`config.mk`:
```
export PLATFORM = sky130hd
export DESIGN_NAME = clm_engine
export DESIGN_NICKNAME = d
export VERILOG_FILES = /design/src/sv/clm_pkg.sv /design/src/sv/clm_engine.sv
export SDC_FILE = /design/constraint.sdc
export NUM_CORES = 1
export LEC_CHECK = 0
export BUFFER_PORTS_ARGS = -buffer_cell sky130_fd_sc_hd__buf_2
export CORE_ASPECT_RATIO = 1.5
export CORE_MARGIN = 5
export CORE_UTILIZATION = 44
export DETAILED_ROUTE_END_ITERATION = 7
export PLACE_DENSITY_LB_ADDON = 0.08
export RECOVER_POWER = 25
export SYNTH_ARGS = -nofsm -noshare
export SYNTH_HDL_FRONTEND = slang
export SYNTH_SLANG_ARGS = --single-unit
```
`constraint.sdc`:
```
create_clock -name vclk -period 3.6
set_clock_uncertainty 0.05 [all_clocks]
set_input_delay 1.08 -clock vclk [all_inputs]
set_output_delay 1.08 -clock vclk [all_outputs]
set_load 0.005 [all_outputs]
```
`src/sv/clm_pkg.sv`:
```
`default_nettype none

package clm_pkg;

    // Table size and field widths.
    localparam int LOCKS    = 256;
    localparam int CLIENTS  = 16;
    localparam int LOCK_W   = $clog2(LOCKS);
    localparam int CLIENT_W = $clog2(CLIENTS);

    // Lock phases.
    localparam logic [1:0] PH_FREE   = 2'd0;
    localparam logic [1:0] PH_LOCKED = 2'd1;
    localparam logic [1:0] PH_WAIT   = 2'd2;
    localparam logic [1:0] PH_RETRY  = 2'd3;

    // Request modes.
    localparam logic MODE_ACQUIRE = 1'b0;
    localparam logic MODE_RELEASE = 1'b1;

    // Reply status codes.
    localparam logic STATUS_OK    = 1'b0;
    localparam logic STATUS_RETRY = 1'b1;

    // Message kinds.
    localparam logic [1:0] MSG_NONE   = 2'd0;
    localparam logic [1:0] MSG_REVOKE = 2'd1;
    localparam logic [1:0] MSG_RETRY  = 2'd2;

    // One request item.
    typedef struct packed {
        logic                mode;
        logic [LOCK_W-1:0]   lock_id;
        logic [CLIENT_W-1:0] client_id;
    } req_t;

    // One result item.
    typedef struct packed {
        logic                reply_status;
        logic [1:0]          message_kind;
        logic [CLIENT_W-1:0] message_client;
        logic [LOCK_W-1:0]   message_lock;
    } rsp_t;

    // One lock table entry.
    typedef struct packed {
        logic [1:0]          phase;
        logic [CLIENT_W-1:0] holder;
        logic [CLIENTS-1:0]  waiter_mask;
        logic [CLIENT_W-1:0] retry_target;
    } entry_t;

    // Write port of the lock table.
    typedef struct packed {
        logic              en;
        logic [LOCK_W-1:0] addr;
        entry_t            data;
    } tbl_wr_t;

endpackage

`default_nettype wire

```
`src/sv/clm_engine.sv`:
```
`default_nettype none

module clm_engine
    import clm_pkg::*;
(
    input  wire req_t   req,
    input  wire entry_t entry,
    output entry_t      nxt,
    output rsp_t        rsp
);

    // Index of the lowest set bit of a waiter mask.
    function automatic logic [CLIENT_W-1:0] lowest_waiter(input logic [CLIENTS-1:0] mask);
        logic [CLIENT_W-1:0] idx;
        idx = '0;
        for (int i = CLIENTS - 1; i >= 0; i--)
        begin
            if (mask[i])
            begin
                idx = CLIENT_W'(i);
            end
        end
        return idx;
    endfunction

    logic [CLIENTS-1:0]  client_bit;
    logic [CLIENTS-1:0]  mask_without;
    logic [CLIENT_W-1:0] first_waiter;

    assign client_bit   = CLIENTS'(1) << req.client_id;
    assign mask_without = entry.waiter_mask & ~client_bit;
    assign first_waiter = lowest_waiter(entry.waiter_mask);

    // Next entry and reply for one request.
    always_comb
    begin
        nxt                 = entry;
        rsp.reply_status    = STATUS_OK;
        rsp.message_kind    = MSG_NONE;
        rsp.message_client  = '0;
        rsp.message_lock    = '0;

        if (req.mode == MODE_ACQUIRE)
        begin
            case (entry.phase)
                PH_FREE:
                begin
                    nxt.holder = req.client_id;
                    nxt.phase  = PH_LOCKED;
                end
                PH_LOCKED:
                begin
                    nxt.waiter_mask    = entry.waiter_mask | client_bit;
                    nxt.phase          = PH_WAIT;
                    rsp.reply_status   = STATUS_RETRY;
                    rsp.message_kind   = MSG_REVOKE;
                    rsp.message_client = entry.holder;
                    rsp.message_lock   = req.lock_id;
                end
                PH_WAIT:
                begin
                    nxt.waiter_mask  = entry.waiter_mask | client_bit;
                    rsp.reply_status = STATUS_RETRY;
                end
                default:
                begin
                    // Retrying: only the retry target may take the lock.
                    if (req.client_id == entry.retry_target)
                    begin
                        nxt.waiter_mask  = mask_without;
                        nxt.holder       = req.client_id;
                        nxt.retry_target = '0;
                        if (mask_without == '0)
                        begin
                            nxt.phase = PH_LOCKED;
                        end
                        else
                        begin
                            nxt.phase          = PH_WAIT;
                            rsp.message_kind   = MSG_REVOKE;
                            rsp.message_client = req.client_id;
                            rsp.message_lock   = req.lock_id;
                        end
                    end
                    else
                    begin
                        nxt.waiter_mask  = entry.waiter_mask | client_bit;
                        rsp.reply_status = STATUS_RETRY;
                    end
                end
            endcase
        end
        else
        begin
            case (entry.phase)
                PH_LOCKED:
                begin
                    nxt.phase  = PH_FREE;
                    nxt.holder = '0;
                end
                PH_WAIT:
                begin
                    // An empty waiter set simply frees the lock.
                    if (entry.waiter_mask == '0)
                    begin
                        nxt.phase  = PH_FREE;
                        nxt.holder = '0;
                    end
                    else
                    begin
                        nxt.phase          = PH_RETRY;
                        nxt.retry_target   = first_waiter;
                        rsp.message_kind   = MSG_RETRY;
                        rsp.message_client = first_waiter;
                        rsp.message_lock   = req.lock_id;
                    end
                end
                default:
                begin
                    // Free or retrying: the release changes nothing.
                    nxt = entry;
                end
            endcase
        end
    end

endmodule

`default_nettype wire

```
==> impl_metrics.tcl, run 1 <==
set metrics [dict create \
    firstError "[ERROR GRT-0232] Routing congestion too high. Check the congestion heatmap in the GUI." \
    groute.usage.overall_pct 82.3 \
    pre_cts_slack_ns -0.322 \
    netlist-cell-type-count 61 \
    synth_area_um2 1570 \
    synth_nets 282 \
    fp.dieH_um 83.2 \
    die_x_um 58.8 \
    netlist_instances 238 \
    outcome "did not finish" \
    grt_worst_setup_endpoint "rsp[2]" \
    placedInstanceArea_um2 2600 \
    start_util_pct 46.0 \
    synthXorXnorAreaFrac_pct 2.23 \
    ys_seq_area_share_pct 0 \
    yosys.area_share.simple_pct 31.0 \
    synth_adder_area_share_pct 3.98 \
    holdBufCountCts 0 \
    port_buffers 80 \
    place_congestion 0.952 \
    grt_overflow 251 \
    synth_compound_area_share_pct 50.4 \
    synth_top_family_by_area "compound AO/OA/AOI/OAI gates" \
    synth.area.mux_share_pct 3.35 \
    io_pins 80 \
    hpwlAfterDp_um 5780 \
    haltStage "global routing (5_1_grt)" \
    rows 26 \
    yosysWarnings 0 \
    grt_max_degree 22 \
    endpoint_type "output port" \
    avgSynthCellArea_um2 6.60 \
]
==> logic make-up after synthesis <==
family                     Yosys count
xor gates and xnor gates             4
muxes                                5
buffers and inverters               29
adders and majority gates            5
AOI/OAI and AO/OA                  108
and+or+nand+nor                     87
==> timing repair <==
action / in CTS
resized for setup: 65
setup endpoints to repair: 39
setup buffers: 9
cloned: 2
hold endpoints to repair: 0
pin swaps: 27
==> cell usage after synthesis (3+ instances only) <==
master | number | share of area, %
o21a_1 | 9 | 4.3
nor3_1 | 7 | 2.2
a21o_1 | 5 | 2.4
a31o_1 | 5 | 2.8
a31o_2 | 3 | 1.7
o2bb2ai_1 | 3 | 1.7
a31oi_1 | 8 | 3.2
a21oi_1 | 14 | 4.5
nor4_1 | 4 | 1.6
nor2_1 | 22 | 5.3
nand2_1 | 15 | 3.6
mux2i_1 | 3 | 1.9
a41oi_1 | 3 | 1.7
a41o_1 | 8 | 5.1
xor2_1 | 4 | 2.2
ha_1 | 5 | 4.0
inv_1 | 7 | 1.7
o21ai_0 | 9 | 2.9
a32oi_1 | 9 | 5.0
and2_1 | 3 | 1.2
nand3_1 | 5 | 1.6
buf_6 | 4 | 2.9
a32o_1 | 5 | 3.2
nor2b_1 | 4 | 1.6
o21ai_1 | 10 | 3.2
nand2b_1 | 4 | 1.6
clkbuf_1 | 14 | 3.3
==> stage by stage <==
| stage | utilization [%] | std cells |
|---|---|---|
| 2_1_floorplan | - | 238 |
| 3_3_place_gp | 76.2 | 422 |
| 3_5_place_dp | 76.2 | 422 |
| 4_1_cts | 87.5 | 431 |
==> metal layers <==
metal	GRT overflow	track usage, %
met4	82	96.5
met1	3	77.6
met2	166	106
met3	0	54.0
met5	0	1.19
==> run 2, diff against run 1 <==
CORE_ASPECT_RATIO = default   (was 1.5)
CORE_UTILIZATION = 40   (was 44)
PLACE_DENSITY_LB_ADDON = 0.15   (was 0.08)
clock period = 4.7 ns   (was 3.6 ns; I/O delays follow)
==> impl_metrics.tcl, run 2 <==
set metrics [dict create \
    groute.usage.overall_pct 21.7 \
    crit_required_ns 3.24 \
    sequentialPowerShare_pct 0 \
    yosysWarnings 0 \
    mostFrequentLayoutCell "buf_2" \
    vias_per_cell 6.23 \
    slew_violations 0 \
    core_area_um2 3740 \
    ys_seq_area_share_pct 0 \
    drtIter0Drc 138 \
    switching_share_pct 55.1 \
    grt_overflow 0 \
    io_pins 80 \
    grt_pass1_wl_um 9720 \
    avgSynthCellArea_um2 6.60 \
    worst_pin_slew_ns 0.515 \
    relSlewSlack_pct 65.5 \
    nets 371 \
    worstPathMaxFanout 10 \
    grt_pass1_vias 2067 \
    max_cap_violations 0 \
    fin_crit_ns 4.63 \
    hpwlAfterDp_um 4830 \
    tns_ns 0 \
    seq_cells 0 \
    vdd_drop_max_v 0.0000477 \
    ys_top_cells_by_area "nor2_1 5.3%, a41o_1 5.1%, a32oi_1 5.0%, a21oi_1 4.5%, o21a_1 4.3%" \
    wirelength_um 6080 \
    antenna_cells 0 \
    n_fill_cell 396 \
    die_x_um 72.7 \
    place_congestion 0.882 \
    antenna_found_initial 0 \
    leakagePower_nw 1.03 \
    register_area_um2 0 \
    wl_per_cell_um 16.3 \
    finalHoldViolations 0 \
    p_switching_uw 110 \
    fp.dieH_um 72.7 \
    power_frac_clock_pct 0 \
    synth_top_cell_by_area "nor2_1" \
    num_vias 2322 \
    setup_viol 0 \
    first_pass_iters 4 \
    netlist_instances 238 \
    synth_nets 282 \
    synth_area_um2 1570 \
    clock.fmax_mhz 216 \
    clkbuf_count 0 \
    min_path_type "in2out" \
    port_buffers 80 \
    yosysMostFrequentCell "nor2_1" \
    route.antenna.remaining_nets 0 \
    cp.arrival_ns 3.17 \
    rows 22 \
    netlist-cell-type-count 61 \
    remaining_drc_errors 0 \
    start_util_pct 41.9 \
    holdWs_ns 3.07 \
    combPwrFrac_pct 100.0 \
    drive_gt1_share_pct 36.0 \
    finalCritPeriodShare_pct 98.4 \
    cts.repair.resized 0 \
    yosysTopAreaCellShare_pct 5.26 \
    outcome "finished, final reports clean" \
    worstSetupStartpointType "input port" \
    finalPower_uw 199 \
    p_int_uw 89.6 \
    die_area_um2 5280 \
    areaGrowthSynthToFinish_pct 35.8 \
    synth_common_cells "22 x nor2_1, 15 x nand2_1, 14 x a21oi_1, 14 x clkbuf_1, 10 x o21ai_1" \
    cp-end-kind "output port" \
    final_cell_mix "78 x buf_2, 25 x buf_4, 22 x nor2_1" \
    grt_max_degree 17 \
    setup.worst_path.class "in2out" \
    pwr_density_cell_nw_per_um2 93.5 \
    whs_path_depth 3 \
]
run 2: cell counts after synthesis:
Identical to the previous run, type by type.
run 2: worst max-delay path, cell delays in order:
cell and delay, ns:
buf_2 0.16, or4b_1 0.55, a21oi_1 0.16, o22a_1 0.21
nand3_2 0.14, buf_4 0.19, a41o_1 0.21, buf_2 0.12
run 2: area by class of cell:
class | instances | area (µm²) | area share, %
inverter | 7 | 26.3 | 1.23
multi-input combinational | 209 | 1430 | 67.0
timing repair buffer | 109 | 617 | 28.9
tap | 48 | 60.1 | 2.82
run 2: repair_timing:
| item | CTS | global route |
|---|---|---|
| hold buffers | 0 | 0 |
| buffers inserted | 0 | 2 |
| endpoints found under the setup margin | 0 | 10 |
run 2: kinds of logic after synthesis:
family	after synthesis	synth area share (%)
mux	5	3.35
xor+xnor	4	2.23
fa+ha+maj	5	3.98
buf+inv	29	9.00
simple gates	87	31.0
compound gates	108	50.4
run 2: power by group through the flow:
stage	Clock, mW	Sequential [mW]	Combinational, mW
after floorplan	0	0	0.110
after global placement	0	0	0.198
after detailed placement	0	0	0.198
after CTS	0	0	0.199
after global routing	0	0	0.219
final	0	0	0.199
run 2: layer usage:
metal	vias up	GRT usage, %	wire length [µm]
met5	-	0	0
met4	0	0.615	2
met3	2	2.07	506
met2	103	36.4	2820
met1	1099	31.5	2750
li1	1118	-	-
run 2: path summary, 6_finish.rpt:
kind	to	slack, ns	startpoint
setup / recovery	rsp[2]	0.07	req[1]
hold / removal	nxt[2]	3.07	entry[2]
run 2: per-stage QoR:
| step | instance area (µm²) | setup WS, ns | instances | util, % |
|---|---|---|---|---|
| floorplan | 1570 | 0.340 | 238 | - |
| global placement | 2130 | 0.0977 | 371 | 56.9 |
| detailed placement | 2130 | 0.0658 | 371 | 56.9 |
| CTS | 2130 | 0.0615 | 371 | 56.9 |
| global route | 2130 | -0.0162 | 373 | 57.0 |
| finish | 2130 | 0.0745 | 373 | 57.0 |
Power figures use the tool's default switching activity.
==> run 3, diff against run 2 <==
clock period = 4.4 ns   (was 4.7 ns; I/O delays follow)
==> impl_metrics.tcl, run 3 (synthesis gave the netlist of run 2 again) <==
set metrics [dict create \
    num_vias 2360 \
    groute.usage.overall_pct 21.5 \
    fin_crit_ns 4.35 \
    setup_viol 0 \
    core_area_um2 3740 \
    grt_pass1_vias 2136 \
    grt_max_degree 16 \
    route.antenna.remaining_nets 0 \
    switching_share_pct 52.9 \
    max_cap_violations 0 \
    relSlewSlack_pct 65.2 \
    setup.worst_path.class "in2out" \
    power_frac_clock_pct 0 \
    clkbuf_count 0 \
    wl_per_cell_um 16.2 \
    nets 389 \
    die_x_um 72.7 \
    finalPower_uw 237 \
    vias_per_cell 6.04 \
    p_int_uw 112 \
    antenna_cells 0 \
    leakagePower_nw 1.19 \
    first_pass_iters 5 \
    areaGrowthSynthToFinish_pct 54.0 \
    start_util_pct 41.9 \
    crit_required_ns 3.03 \
    n_fill_cell 364 \
    worstSetupStartpointType "input port" \
    pwr_density_cell_nw_per_um2 97.9 \
    p_switching_uw 125 \
    min_path_type "in2out" \
    drtIter0Drc 222 \
    cp.arrival_ns 2.98 \
    slew_violations 0 \
    fp.dieH_um 72.7 \
    register_area_um2 0 \
    rows 22 \
    drive_gt1_share_pct 44.6 \
    combPwrFrac_pct 100.0 \
    worstPathMaxFanout 11 \
    utilization_pct 64.6 \
    finalCritPeriodShare_pct 98.9 \
    outcome "finished, final reports clean" \
    wirelength_um 6350 \
    mostFrequentLayoutCell "buf_2" \
    antenna_found_initial 0 \
    finalHoldViolations 0 \
    sequentialPowerShare_pct 0 \
    hpwlAfterDp_um 4930 \
    io_pins 80 \
    clock.fmax_mhz 230 \
    final_cell_mix "76 x buf_2, 41 x buf_4, 21 x nor2_1" \
    cp-end-kind "output port" \
    remaining_drc_errors 0 \
    vdd_drop_max_v 0.0000501 \
    seq_cells 0 \
    multi_input_area_um2 1530 \
    place_congestion 0.886 \
    grt_pass1_wl_um 9630 \
    port_buffers 80 \
    worst_pin_slew_ns 0.520 \
    die_area_um2 5280 \
    grt_overflow 0 \
]
[run 3: worst paths after layout]
kind | from | slack [ns] | cells after the start | to
max | req[0] | 0.05 | 8 | rsp[2]
min | entry[20] | 2.90 | 4 | nxt[20]
[run 3: layout make-up]
cell class / instances / share of cell area, %
well taps: 48 / 2.48
repair buffers: 127 / 33.3
multi-input cells: 209 / 63.1
inverters: 7 / 1.09
[run 3: what timing repair did]
action                                  CTS  global route
endpoints found under the setup margin   12            25
pin swaps                                 1            11
buffers inserted                          1             4
gates cloned                              1             0
resized for setup                         4            29
hold buffers                              0             0
[run 3: power by group through the flow]
stage	combinational (mW)	sequential, mW	clock, mW
detailed placement	0.219	0	0
global placement	0.217	0	0
global route	0.258	0	0
CTS	0.221	0	0
finish	0.237	0	0
floorplan	0.118	0	0
[run 3: critical path, cell delays in order]
cell	delay, ns
buf_8	0.12
or4b_4	0.56
a21oi_2	0.15
o22a_1	0.21
nand3_4	0.14
buf_6	0.16
a41o_1	0.19
buf_2	0.12
[run 3: metal layers]
layer  GRT usage (%)  vias to the layer above  part of all wire [%]
li1                -                     1158                     -
met1            29.8                     1090                    44
met2            37.4                      107                    47
met3            2.48                        5                   8.9
met4           0.820                        0                  0.44
met5               0                        -                     0
[run 3: through the flow]
stage               hold WS, ns  setup slack [ns]  cells  setup TNS, ns  area, µm²
detailed placement         2.91           -0.0464    385         -0.331       2240
finish                     2.90            0.0500    391              0       2420
CTS                        2.91            0.0148    387              0       2270
floorplan                  2.68             0.220    238              0       1570
global placement           2.90           -0.0523    385         -0.516       2240
global route               2.92           -0.0149    391         -0.107       2420
